**src/rtl/cdo_pkg.sv**
```systemverilog
// Shared types, constants and calendar functions for the date offset block.
package cdo_pkg;

  localparam int unsigned MonthW  = 4;
  localparam int unsigned DayW    = 5;
  localparam int unsigned YearW   = 16;
  localparam int unsigned OffsetW = 17;
  localparam int unsigned Mod100W = 7;
  localparam int unsigned CentW   = 2;
  localparam int unsigned QuoW    = 10;
  localparam int unsigned RecipW  = 17;
  localparam int unsigned RecipSh = 23;

  typedef logic [MonthW-1:0]  month_t;
  typedef logic [DayW-1:0]    day_t;
  typedef logic [YearW-1:0]   year_t;
  typedef logic [OffsetW-1:0] offset_t;
  typedef logic [Mod100W-1:0] mod100_t;
  typedef logic [CentW-1:0]   cent_t;
  typedef logic [QuoW-1:0]    quo_t;

  localparam month_t MonthJan = 4'd1;
  localparam month_t MonthFeb = 4'd2;
  localparam month_t MonthApr = 4'd4;
  localparam month_t MonthJun = 4'd6;
  localparam month_t MonthSep = 4'd9;
  localparam month_t MonthNov = 4'd11;
  localparam month_t MonthDec = 4'd12;

  localparam day_t DayFirst    = 5'd1;
  localparam day_t DaysFeb     = 5'd28;
  localparam day_t DaysFebLeap = 5'd29;
  localparam day_t Days30      = 5'd30;
  localparam day_t Days31      = 5'd31;

  localparam year_t   YearMax     = 16'hFFFF;
  localparam mod100_t Mod100      = 7'd100;
  localparam mod100_t Mod100Last  = 7'd99;
  localparam mod100_t YearMaxRem  = 7'd35;
  localparam cent_t   YearMaxCent = 2'd3;

  // Rounded-up reciprocal of 100 scaled by 2^23; exact quotient for every 16-bit year.
  localparam logic [RecipW-1:0] Mod100Recip = 17'd83887;

  // Date position: month, day, the year with its remainder modulo 100 and the century count modulo 4.
  typedef struct packed {
    month_t  month;
    day_t    day;
    year_t   year;
    mod100_t yr_mod100;
    cent_t   cent_mod4;
  } cdo_pos_t;

  typedef enum logic [4:0] {
    StIdle  = 5'b00001,
    StDiv   = 5'b00010,
    StRem   = 5'b00100,
    StClamp = 5'b01000,
    StRun   = 5'b10000
  } cdo_state_e;

  function automatic logic is_leap(input cdo_pos_t p);
    logic leap;
    if (p.yr_mod100 == '0) begin
      leap = (p.cent_mod4 == '0);
    end else begin
      leap = (p.year[1:0] == 2'b00);
    end
    return leap;
  endfunction

  function automatic day_t month_len(input month_t m, input logic leap);
    day_t len;
    if (m == MonthFeb) begin
      len = leap ? DaysFebLeap : DaysFeb;
    end else if (m == MonthApr || m == MonthJun || m == MonthSep || m == MonthNov) begin
      len = Days30;
    end else begin
      len = Days31;
    end
    return len;
  endfunction

endpackage

```
**src/rtl/cdo_req_if.sv**
```systemverilog
// Request channel carrying a start date and a signed day offset.
interface cdo_req_if;
  import cdo_pkg::*;

  logic                  valid;
  logic                  ready;
  month_t                start_month;
  day_t                  start_day;
  year_t                 start_year;
  logic signed [OffsetW-1:0] day_offset;

  modport source (output valid, start_month, start_day, start_year, day_offset, input ready);
  modport sink (input valid, start_month, start_day, start_year, day_offset, output ready);
endinterface

```
**src/rtl/cdo_rsp_if.sv**
```systemverilog
// Response channel carrying the shifted date and the clamp flags.
interface cdo_rsp_if;
  import cdo_pkg::*;

  logic   valid;
  logic   ready;
  month_t result_month;
  day_t   result_day;
  year_t  result_year;
  logic   month_clamped;
  logic   day_clamped;

  modport source (output valid, result_month, result_day, result_year, month_clamped,
                  day_clamped, input ready);
  modport sink (input valid, result_month, result_day, result_year, month_clamped,
                day_clamped, output ready);
endinterface

```
**src/rtl/cdo_step.sv**
```systemverilog
// Month step unit: moves a date by whole months or finishes inside the current month.
module cdo_step (
  input  cdo_pkg::cdo_pos_t pos_i,
  input  cdo_pkg::offset_t  rem_i,
  input  logic              back_i,
  output cdo_pkg::cdo_pos_t pos_o,
  output cdo_pkg::offset_t  rem_o,
  output logic              last_o
);
  import cdo_pkg::*;

  logic     leap;
  day_t     len_cur;
  day_t     len_prev;
  day_t     room;
  month_t   prev_month;
  cdo_pos_t year_up;
  cdo_pos_t year_dn;

  assign leap       = is_leap(pos_i);
  assign len_cur    = month_len(pos_i.month, leap);
  assign room       = len_cur - pos_i.day;
  assign prev_month = (pos_i.month == MonthJan) ? MonthDec : pos_i.month - MonthJan;
  assign len_prev   = month_len(prev_month, leap);

  always_comb begin
    year_up = pos_i;
    if (pos_i.year == YearMax) begin
      year_up.year      = '0;
      year_up.yr_mod100 = '0;
      year_up.cent_mod4 = '0;
    end else begin
      year_up.year = pos_i.year + 1'b1;
      if (pos_i.yr_mod100 == Mod100Last) begin
        year_up.yr_mod100 = '0;
        year_up.cent_mod4 = pos_i.cent_mod4 + 1'b1;
      end else begin
        year_up.yr_mod100 = pos_i.yr_mod100 + 1'b1;
      end
    end
  end

  always_comb begin
    year_dn = pos_i;
    if (pos_i.year == '0) begin
      year_dn.year      = YearMax;
      year_dn.yr_mod100 = YearMaxRem;
      year_dn.cent_mod4 = YearMaxCent;
    end else begin
      year_dn.year = pos_i.year - 1'b1;
      if (pos_i.yr_mod100 == '0) begin
        year_dn.yr_mod100 = Mod100Last;
        year_dn.cent_mod4 = pos_i.cent_mod4 - 1'b1;
      end else begin
        year_dn.yr_mod100 = pos_i.yr_mod100 - 1'b1;
      end
    end
  end

  always_comb begin
    pos_o  = pos_i;
    rem_o  = rem_i;
    last_o = 1'b0;
    if (!back_i) begin
      if (rem_i <= OffsetW'(room)) begin
        last_o    = 1'b1;
        pos_o.day = pos_i.day + rem_i[DayW-1:0];
        rem_o     = '0;
      end else begin
        rem_o = rem_i - OffsetW'(room) - OffsetW'(1);
        if (pos_i.month == MonthDec) begin
          pos_o       = year_up;
          pos_o.month = MonthJan;
        end else begin
          pos_o.month = pos_i.month + MonthJan;
        end
        pos_o.day = DayFirst;
      end
    end else begin
      if (rem_i < OffsetW'(pos_i.day)) begin
        last_o    = 1'b1;
        pos_o.day = pos_i.day - rem_i[DayW-1:0];
        rem_o     = '0;
      end else begin
        rem_o = rem_i - OffsetW'(pos_i.day);
        if (pos_i.month == MonthJan) begin
          pos_o = year_dn;
        end
        pos_o.month = prev_month;
        pos_o.day   = len_prev;
      end
    end
  end

endmodule

```
**src/rtl/calendar_date_offset.sv**
```systemverilog
// Top level: shifts a Gregorian date by a signed day offset, one month per cycle.
//
//   Channel   Dir   Handshake      Carries
//   req_i     in    valid/ready    start month, day, year and signed day offset
//   rsp_o     out   valid/ready    shifted month, day, year and clamp flags
//
// A request passes through the divide state, which divides the year by 100 with a reciprocal
// multiply, the remainder state, which forms the remainder, and the clamp state, which clamps
// the date; the run state then steps through each month crossed, plus a final step inside the
// last month, all through the shared month step unit, until a valid response is formed.
// Reset clears the sequencer and the response valid flag; no clearing pass is needed.
// The request side is ready only when idle. A finished response waits in the output
// register, and a new request is taken while it waits.
module calendar_date_offset (
  input  logic       clk_i,
  input  logic       rst_ni,
  cdo_req_if.sink    req_i,
  cdo_rsp_if.source  rsp_o
);
  import cdo_pkg::*;

  cdo_state_e        state_q, state_d;
  cdo_pos_t          pos_q, pos_d;
  offset_t           rem_q, rem_d;
  logic              back_q, back_d;
  logic              mc_q, mc_d;
  logic              dc_q, dc_d;
  quo_t              quo_q, quo_d;
  logic              out_valid_q, out_valid_d;
  month_t            out_month_q, out_month_d;
  day_t              out_day_q, out_day_d;
  year_t             out_year_q, out_year_d;
  logic              out_mc_q, out_mc_d;
  logic              out_dc_q, out_dc_d;

  cdo_pos_t          step_pos;
  offset_t           step_rem;
  logic              step_last;
  logic [YearW+RecipW-1:0] div_prod;
  year_t             div_rem;
  month_t            cl_month;
  day_t              cl_len;
  logic              req_fire;
  logic              out_free;

  cdo_step u_step (
    .pos_i  (pos_q),
    .rem_i  (rem_q),
    .back_i (back_q),
    .pos_o  (step_pos),
    .rem_o  (step_rem),
    .last_o (step_last)
  );

  assign req_i.ready = (state_q == StIdle);
  assign req_fire    = req_i.valid && req_i.ready;
  assign out_free    = !out_valid_q || rsp_o.ready;

  assign div_prod = (YearW + RecipW)'(pos_q.year) * (YearW + RecipW)'(Mod100Recip);
  assign div_rem  = pos_q.year - year_t'(quo_q) * year_t'(Mod100);

  always_comb begin
    if (pos_q.month == '0) begin
      cl_month = MonthJan;
    end else if (pos_q.month > MonthDec) begin
      cl_month = MonthDec;
    end else begin
      cl_month = pos_q.month;
    end
  end
  assign cl_len = month_len(cl_month, is_leap(pos_q));

  always_comb begin
    state_d     = state_q;
    pos_d       = pos_q;
    rem_d       = rem_q;
    back_d      = back_q;
    mc_d        = mc_q;
    dc_d        = dc_q;
    quo_d       = quo_q;
    out_valid_d = out_valid_q;
    out_month_d = out_month_q;
    out_day_d   = out_day_q;
    out_year_d  = out_year_q;
    out_mc_d    = out_mc_q;
    out_dc_d    = out_dc_q;

    if (out_valid_q && rsp_o.ready) begin
      out_valid_d = 1'b0;
    end

    unique case (state_q)
      StIdle: begin
        if (req_fire) begin
          pos_d.month     = req_i.start_month;
          pos_d.day       = req_i.start_day;
          pos_d.year      = req_i.start_year;
          pos_d.yr_mod100 = '0;
          pos_d.cent_mod4 = '0;
          back_d          = req_i.day_offset[OffsetW-1];
          rem_d           = req_i.day_offset[OffsetW-1] ? offset_t'(-req_i.day_offset)
                                                        : offset_t'(req_i.day_offset);
          state_d         = StDiv;
        end
      end
      StDiv: begin
        quo_d           = div_prod[RecipSh +: QuoW];
        pos_d.cent_mod4 = div_prod[RecipSh +: CentW];
        state_d         = StRem;
      end
      StRem: begin
        pos_d.yr_mod100 = div_rem[Mod100W-1:0];
        state_d         = StClamp;
      end
      StClamp: begin
        pos_d.month = cl_month;
        mc_d        = (cl_month != pos_q.month);
        if (pos_q.day == '0) begin
          pos_d.day = DayFirst;
          dc_d      = 1'b1;
        end else if (pos_q.day > cl_len) begin
          pos_d.day = cl_len;
          dc_d      = 1'b1;
        end else begin
          dc_d = 1'b0;
        end
        state_d = StRun;
      end
      StRun: begin
        if (!step_last) begin
          pos_d = step_pos;
          rem_d = step_rem;
        end else if (out_free) begin
          out_valid_d = 1'b1;
          out_month_d = step_pos.month;
          out_day_d   = step_pos.day;
          out_year_d  = step_pos.year;
          out_mc_d    = mc_q;
          out_dc_d    = dc_q;
          state_d     = StIdle;
        end
      end
      default: begin
        state_d = StIdle;
      end
    endcase
  end

  always_ff @(posedge clk_i or negedge rst_ni) begin
    if (!rst_ni) begin
      state_q     <= StIdle;
      out_valid_q <= 1'b0;
    end else begin
      state_q     <= state_d;
      out_valid_q <= out_valid_d;
    end
  end

  always_ff @(posedge clk_i) begin
    pos_q       <= pos_d;
    rem_q       <= rem_d;
    back_q      <= back_d;
    mc_q        <= mc_d;
    dc_q        <= dc_d;
    quo_q       <= quo_d;
    out_month_q <= out_month_d;
    out_day_q   <= out_day_d;
    out_year_q  <= out_year_d;
    out_mc_q    <= out_mc_d;
    out_dc_q    <= out_dc_d;
  end

  assign rsp_o.valid         = out_valid_q;
  assign rsp_o.result_month  = out_month_q;
  assign rsp_o.result_day    = out_day_q;
  assign rsp_o.result_year   = out_year_q;
  assign rsp_o.month_clamped = out_mc_q;
  assign rsp_o.day_clamped   = out_dc_q;

  // The running date is always a real calendar date.
  assert property (@(posedge clk_i) disable iff (!rst_ni)
    state_q == StRun |-> pos_q.month >= MonthJan && pos_q.month <= MonthDec &&
                         pos_q.day >= DayFirst &&
                         pos_q.day <= month_len(pos_q.month, is_leap(pos_q)))
    else $error("running date is not a valid calendar date");

  // In the clamp and run states the year remainder modulo 100 stays in its range.
  assert property (@(posedge clk_i) disable iff (!rst_ni)
    state_q == StRun || state_q == StClamp |-> pos_q.yr_mod100 < Mod100)
    else $error("year remainder out of range");

  // An accepted request always starts the year division.
  assert property (@(posedge clk_i) disable iff (!rst_ni)
    req_fire |=> state_q == StDiv)
    else $error("accepted request did not start the division");

  // A response is only produced when the step unit reports the final step.
  assert property (@(posedge clk_i) disable iff (!rst_ni)
    state_q == StRun && state_d == StIdle |-> step_last && out_free)
    else $error("response produced before the offset was consumed");

endmodule
```
**src/flat_wrapper.sv**
```systemverilog
// flat-port wrapper written by rule: the top's interface ports become plain ports
module calendar_date_offset_flat import cdo_pkg::*;
  (clk_i, rst_ni, req_i_valid, req_i_start_month, req_i_start_day, req_i_start_year, req_i_day_offset, req_i_ready, rsp_o_valid, rsp_o_result_month, rsp_o_result_day, rsp_o_result_year, rsp_o_month_clamped, rsp_o_day_clamped, rsp_o_ready);
  cdo_req_if req_i_i ();
  cdo_rsp_if rsp_o_i ();
  input  logic clk_i;
  input  logic rst_ni;
  input wire logic [$bits(req_i_i.valid)-1:0] req_i_valid;
  input wire logic [$bits(req_i_i.start_month)-1:0] req_i_start_month;
  input wire logic [$bits(req_i_i.start_day)-1:0] req_i_start_day;
  input wire logic [$bits(req_i_i.start_year)-1:0] req_i_start_year;
  input wire logic [$bits(req_i_i.day_offset)-1:0] req_i_day_offset;
  output wire logic [$bits(req_i_i.ready)-1:0] req_i_ready;
  output wire logic [$bits(rsp_o_i.valid)-1:0] rsp_o_valid;
  output wire logic [$bits(rsp_o_i.result_month)-1:0] rsp_o_result_month;
  output wire logic [$bits(rsp_o_i.result_day)-1:0] rsp_o_result_day;
  output wire logic [$bits(rsp_o_i.result_year)-1:0] rsp_o_result_year;
  output wire logic [$bits(rsp_o_i.month_clamped)-1:0] rsp_o_month_clamped;
  output wire logic [$bits(rsp_o_i.day_clamped)-1:0] rsp_o_day_clamped;
  input wire logic [$bits(rsp_o_i.ready)-1:0] rsp_o_ready;
  assign req_i_i.valid = req_i_valid;
  assign req_i_i.start_month = req_i_start_month;
  assign req_i_i.start_day = req_i_start_day;
  assign req_i_i.start_year = req_i_start_year;
  assign req_i_i.day_offset = req_i_day_offset;
  assign req_i_ready = req_i_i.ready;
  assign rsp_o_valid = rsp_o_i.valid;
  assign rsp_o_result_month = rsp_o_i.result_month;
  assign rsp_o_result_day = rsp_o_i.result_day;
  assign rsp_o_result_year = rsp_o_i.result_year;
  assign rsp_o_month_clamped = rsp_o_i.month_clamped;
  assign rsp_o_day_clamped = rsp_o_i.day_clamped;
  assign rsp_o_i.ready = rsp_o_ready;
  calendar_date_offset u_core (.clk_i(clk_i), .rst_ni(rst_ni), .req_i(req_i_i), .rsp_o(rsp_o_i));
endmodule
```
**config.mk**
```make
export PLATFORM = sky130hd
export DESIGN_NAME = calendar_date_offset_flat
export DESIGN_NICKNAME = d
export VERILOG_FILES = /design/src/rtl/cdo_pkg.sv /design/src/rtl/cdo_req_if.sv /design/src/rtl/cdo_rsp_if.sv /design/src/rtl/cdo_step.sv /design/src/rtl/calendar_date_offset.sv /design/src/flat_wrapper.sv
export SDC_FILE = /design/constraint.sdc
export NUM_CORES = 1
export LEC_CHECK = 0
export BUFFER_PORTS_ARGS = -buffer_cell sky130_fd_sc_hd__buf_4
export CAP_MARGIN = 20
export CORE_MARGIN = 4
export CORE_UTILIZATION = 35
export CTS_BUF_LIST = sky130_fd_sc_hd__clkbuf_8
export CTS_CLUSTER_SIZE = 25
export DETAILED_ROUTE_END_ITERATION = 8
export GPL_TIMING_DRIVEN = 0
export SLEW_MARGIN = 40
export SYNTH_ARGS = -nofsm -noshare
export SYNTH_HDL_FRONTEND = slang
export SYNTH_SLANG_ARGS = --single-unit
export TNS_END_PERCENT = 100
```
**constraint.sdc**
```tcl
create_clock -name clk_i -period 9.1 [get_ports clk_i]
set_clock_uncertainty 0.2 [all_clocks]
set_input_delay 2.275 -clock clk_i [delete_from_list [all_inputs] [get_ports clk_i]]
set_output_delay 2.275 -clock clk_i [all_outputs]
set_load 0.005 [all_outputs]
```
==> run_results.csv <==
group,metric,value,unit
clock_tree,post_cts_buffers,0,
setup_path,worstReg2RegStart,"u_core.pos_q[4]",
sta,setup_viol,0,
min_path,holdPathStages,0,
sta,hold_viol_final,0,
run,maxCapViolations,0,
detailed_routing,via_per_inst,5.403,
finish,antennaDiodeCount,0,
setup_path,endpoint_kind,"register",
logic_synthesis,synth-seq-cells,92,
detailed_routing,drc,0,
logic_synthesis,synthCells,1204,
sta,worst_pin_slew,0.8174,ns
sta,maxSlewHeadroom,0.4509,
global_route,grt_pass1_vias,9176,
outcome,run_status,"finished clean",
setup_path,r2r_cells,21,
clock_tree,holdBufCountCts,0,
logic_synthesis,yosysWarningCount,0,
sta,finalMaxSlewViolations,0,
floorplanning,coreArea,32700,µm²
min_path,hold_start,"u_core.mc_q",
sta,setup_tns,0,ns
logic_synthesis,yosysUniqueCellTypes,75,
floorplanning,start_util,0.3574,
global_route,grt_max_degree,17,
sta,min_period,6.977,ns
detailed_routing,firstDrtPassIters,6,
global_route,grt_use_total,0.1818,
clock_tree,ctsResizeCount,0,
clock_tree,root_buffer,"clkbuf_8",
clock_tree,cts.path.max_buffers,2,
setup_path,critPathTopFamily,"simple AND/OR/NAND/NOR gates",
clock_tree,clock_latency,0.41,ns
floorplanning,rows,66,
clock_tree,htree_num_levels,3,
logic_synthesis,synth_edf_count,86,
finish,syn_to_final_growth,11.83,%
detailed_routing,wl,33170,µm
floorplanning,die_h,190.7,µm
setup_path,crit_slowest_cell,"a21boi_0",
sta,rsz0062_at_grt,"no",
place,port_buffers,74,
global_route,grt_overflow,0,
setup_path,cpPeakStageDelay,0.65,ns
clock_tree,cts_tree,"built",
setup_path,worstSetupPathType,"reg2reg",
global_route,grt_pass1_wl,51700,µm
finish,fill_cells,3316,
setup_path,cp_data_arrival_time,6.82,ns
setup_path,critPathBufInv,5,
finish,drive_above_1_share,0.1120,
logic_synthesis,synth_ff_type,"edfxtp_1",
logic_synthesis,syn_area_per_cell,9.707,µm²
clock_tree,tritoncts.num_buffers,9,
floorplanning,io_pins,75,
setup_path,cp_max_fo,10,
clock_tree,path_clk_slew,0.10,ns
setup_path,required,8.94,ns
floorplanning,fp.dieArea,36380,µm²
place,dp_hpwl,27400,µm
setup_path,r2r-end,"u_core.pos_q[29]",
clock_tree,cts.sinks,92,
floorplanning,dieWidth,190.7,µm
sta,fmax,143.3,MHz
logic_synthesis,synthArstFlopShare,0.06522,
global_route,antenna_found_initial,0,
detailed_routing,vias,9429,
min_path,whs_endpoint,"u_core.rsp_o.month_clamped",
setup_path,start_kind,"register",
min_path,hp-class,"reg2reg",
finish,final_nets,1608,
logic_synthesis,syn-cell-area,11690,µm²
setup_path,regToRegSetupSlack,2.12,ns
detailed_routing,routedWlPerCell,19.01,µm
logic_synthesis,postSynthNetCount,1514,
setup_path,cp_cell_sequence,"clkbuf_1 > or3_1 > nor4_2 > mux2i_1 > a21oi_1 > o21ai_0 > ha_1 > inv_1 > fa_1 > nor2_1 > xnor2_1 > ha_1 > nand4_1 > o211a_1 > buf_6 > nor3_1 > buf_2 > nor2_1 > a221oi_1 > clkbuf_2 > a21boi_0",
detailed_routing,antenna_left,0,
detailed_routing,drt_first_iter_violations,728,
logic_synthesis,yosysSeqAreaShare,0.2339,
sta,fin_crit_sh,0.7667,
place,gp_congestion,0.9554,
Yosys cell counts, drive strengths merged (6+ instances only):
cell type  instances  share of area
a211oi            14         0.0090
a21o               8         0.0052
a21oi             51          0.022
a221o             10         0.0086
a221oi             8         0.0060
a31oi              9         0.0048
and3               6         0.0032
buf                8         0.0050
clkbuf            31          0.010
edfxtp            86           0.22
fa               102           0.17
ha               162           0.17
inv              198          0.064
mux2              16          0.016
mux2i             11         0.0094
nand2             69          0.022
nand3             24          0.011
nand4             17         0.0091
nor2              75          0.024
nor2b              7         0.0037
nor3              31          0.014
nor4              14          0.012
o211ai            13         0.0083
o21ai             44          0.019
o22ai              9         0.0048
o31a               6         0.0045
o31ai             10         0.0064
or2                6         0.0032
or3               13         0.0074
xnor2             35          0.026
xor2              23          0.017
state kept, by name, indices dropped and copies added, names as in the netlist:
signal	count
u_core.dc_q	1
u_core.rsp_o.day_clamped	1
u_core.rsp_o.result_day	5
u_core.state_q	5
u_core.pos_q	34
u_core.rsp_o.valid	1
u_core.rsp_o.month_clamped	1
u_core.quo_q	5
u_core.rsp_o.result_year	16
u_core.rem_q	17
u_core.mc_q	1
u_core.back_q	1
u_core.rsp_o.result_month	4
placed cells by master, fill, tap and decap left out, types with 7 or more instances in the layout:
cell | Yosys | routed
xor2_1 | 23 | 23
nand4_1 | 17 | 17
nor2b_1 | 7 | 7
clkbuf_1 | 31 | 30
buf_4 | 0 | 75
inv_1 | 198 | 199
a221oi_1 | 8 | 8
o21ai_0 | 44 | 44
mux2i_1 | 11 | 11
a211oi_1 | 14 | 14
a21o_1 | 7 | 7
nor2_1 | 74 | 74
o22ai_1 | 9 | 8
mux2_2 | 15 | 15
ha_1 | 162 | 162
nor3_1 | 30 | 30
edfxtp_1 | 86 | 86
clkbuf_8 | 0 | 9
o211ai_1 | 13 | 13
a31oi_1 | 9 | 9
nor4_1 | 10 | 9
xnor2_1 | 35 | 35
or3_1 | 12 | 12
fa_1 | 102 | 102
nand2_1 | 69 | 69
a221o_1 | 10 | 10
o31ai_1 | 10 | 10
nand3_1 | 23 | 23
a21oi_1 | 51 | 51
buf_2 | 5 | 10
worst reg2reg max path, delay by kind of cell, from the launching register on:
family / cells / cell delay, ns
buf+inv: 5 / 0.97
mux: 1 / 0.50
xor+xnor: 1 / 0.08
simple gates: 6 / 1.87
fa+ha+maj: 3 / 0.92
flops: 1 / 0.37
compound gates: 5 / 1.69
layout make-up:
cell class                      count  area [µm²]  share of cell area
Multi-Input combinational cell    875        8074              0.6177
Sequential cell                    92        2734              0.2092
Tap cell                          442       553.0             0.04231
Buffer                             39       176.4             0.01350
Clock inverter                      7       42.54            0.003255
Timing Repair Buffer               83       623.1             0.04767
Clock buffer                        9       123.9            0.009477
Inverter                          198       743.2             0.05686
how the worst max path moves through the flow:
stage | start | end | slack (ns) | cells past startpoint
floorplan | u_core.pos_q[4] | u_core.rsp_o.day_clamped | 1.87 | 19
global placement | u_core.pos_q[4] | u_core.rsp_o.result_year[7] | -1.29 | 19
detailed placement | u_core.pos_q[4] | u_core.pos_q[28] | 1.95 | 20
CTS | u_core.pos_q[4] | u_core.pos_q[26] | 1.92 | 20
global route | u_core.pos_q[4] | u_core.pos_q[29] | 1.72 | 21
finish | u_core.pos_q[4] | u_core.pos_q[29] | 2.12 | 21
stage by stage:
stage / utilization / instance area, µm² / instances / hold slack [ns] / worst slack [ns]
3_5_place_dp: 0.3944 / 12900 / 1728 / 0.2093 / 1.947
6_report: 0.3997 / 13070 / 1745 / 0.2277 / 2.123
4_1_cts: 0.3995 / 13070 / 1744 / 0.2350 / 1.915
5_1_grt: 0.3997 / 13070 / 1745 / 0.2435 / 1.720
2_1_floorplan: - / 11690 / 1204 / 0.2003 / 1.875
3_3_place_gp: 0.3913 / 12800 / 1720 / 0.2071 / -1.293
routing by layer:
layer,global-route usage,vias up,wire length [µm]
met3,0.02984,40,2180
met1,0.2659,4636,15410
met5,0,-,0
met2,0.2788,317,14800
met4,0.05083,0,781
li1,-,4436,-
cell families after synthesis:
| logic type | count (synthesis) | share of synthesized area |
|---|---|---|
| AND/OR/NAND/NOR | 291 | 0.1287 |
| buffers and inverters | 237 | 0.07858 |
| multiplexers | 29 | 0.02901 |
| adder cells (fa/ha/maj) | 264 | 0.3481 |
| flip-flops | 92 | 0.2339 |
| XOR/XNOR | 58 | 0.04346 |
| AO/OA/AOI/OAI | 233 | 0.1382 |
Power is left out: the tool's default activity adds up to more than one toggle a clock period on the data nets, which glitch-free logic cannot reach.
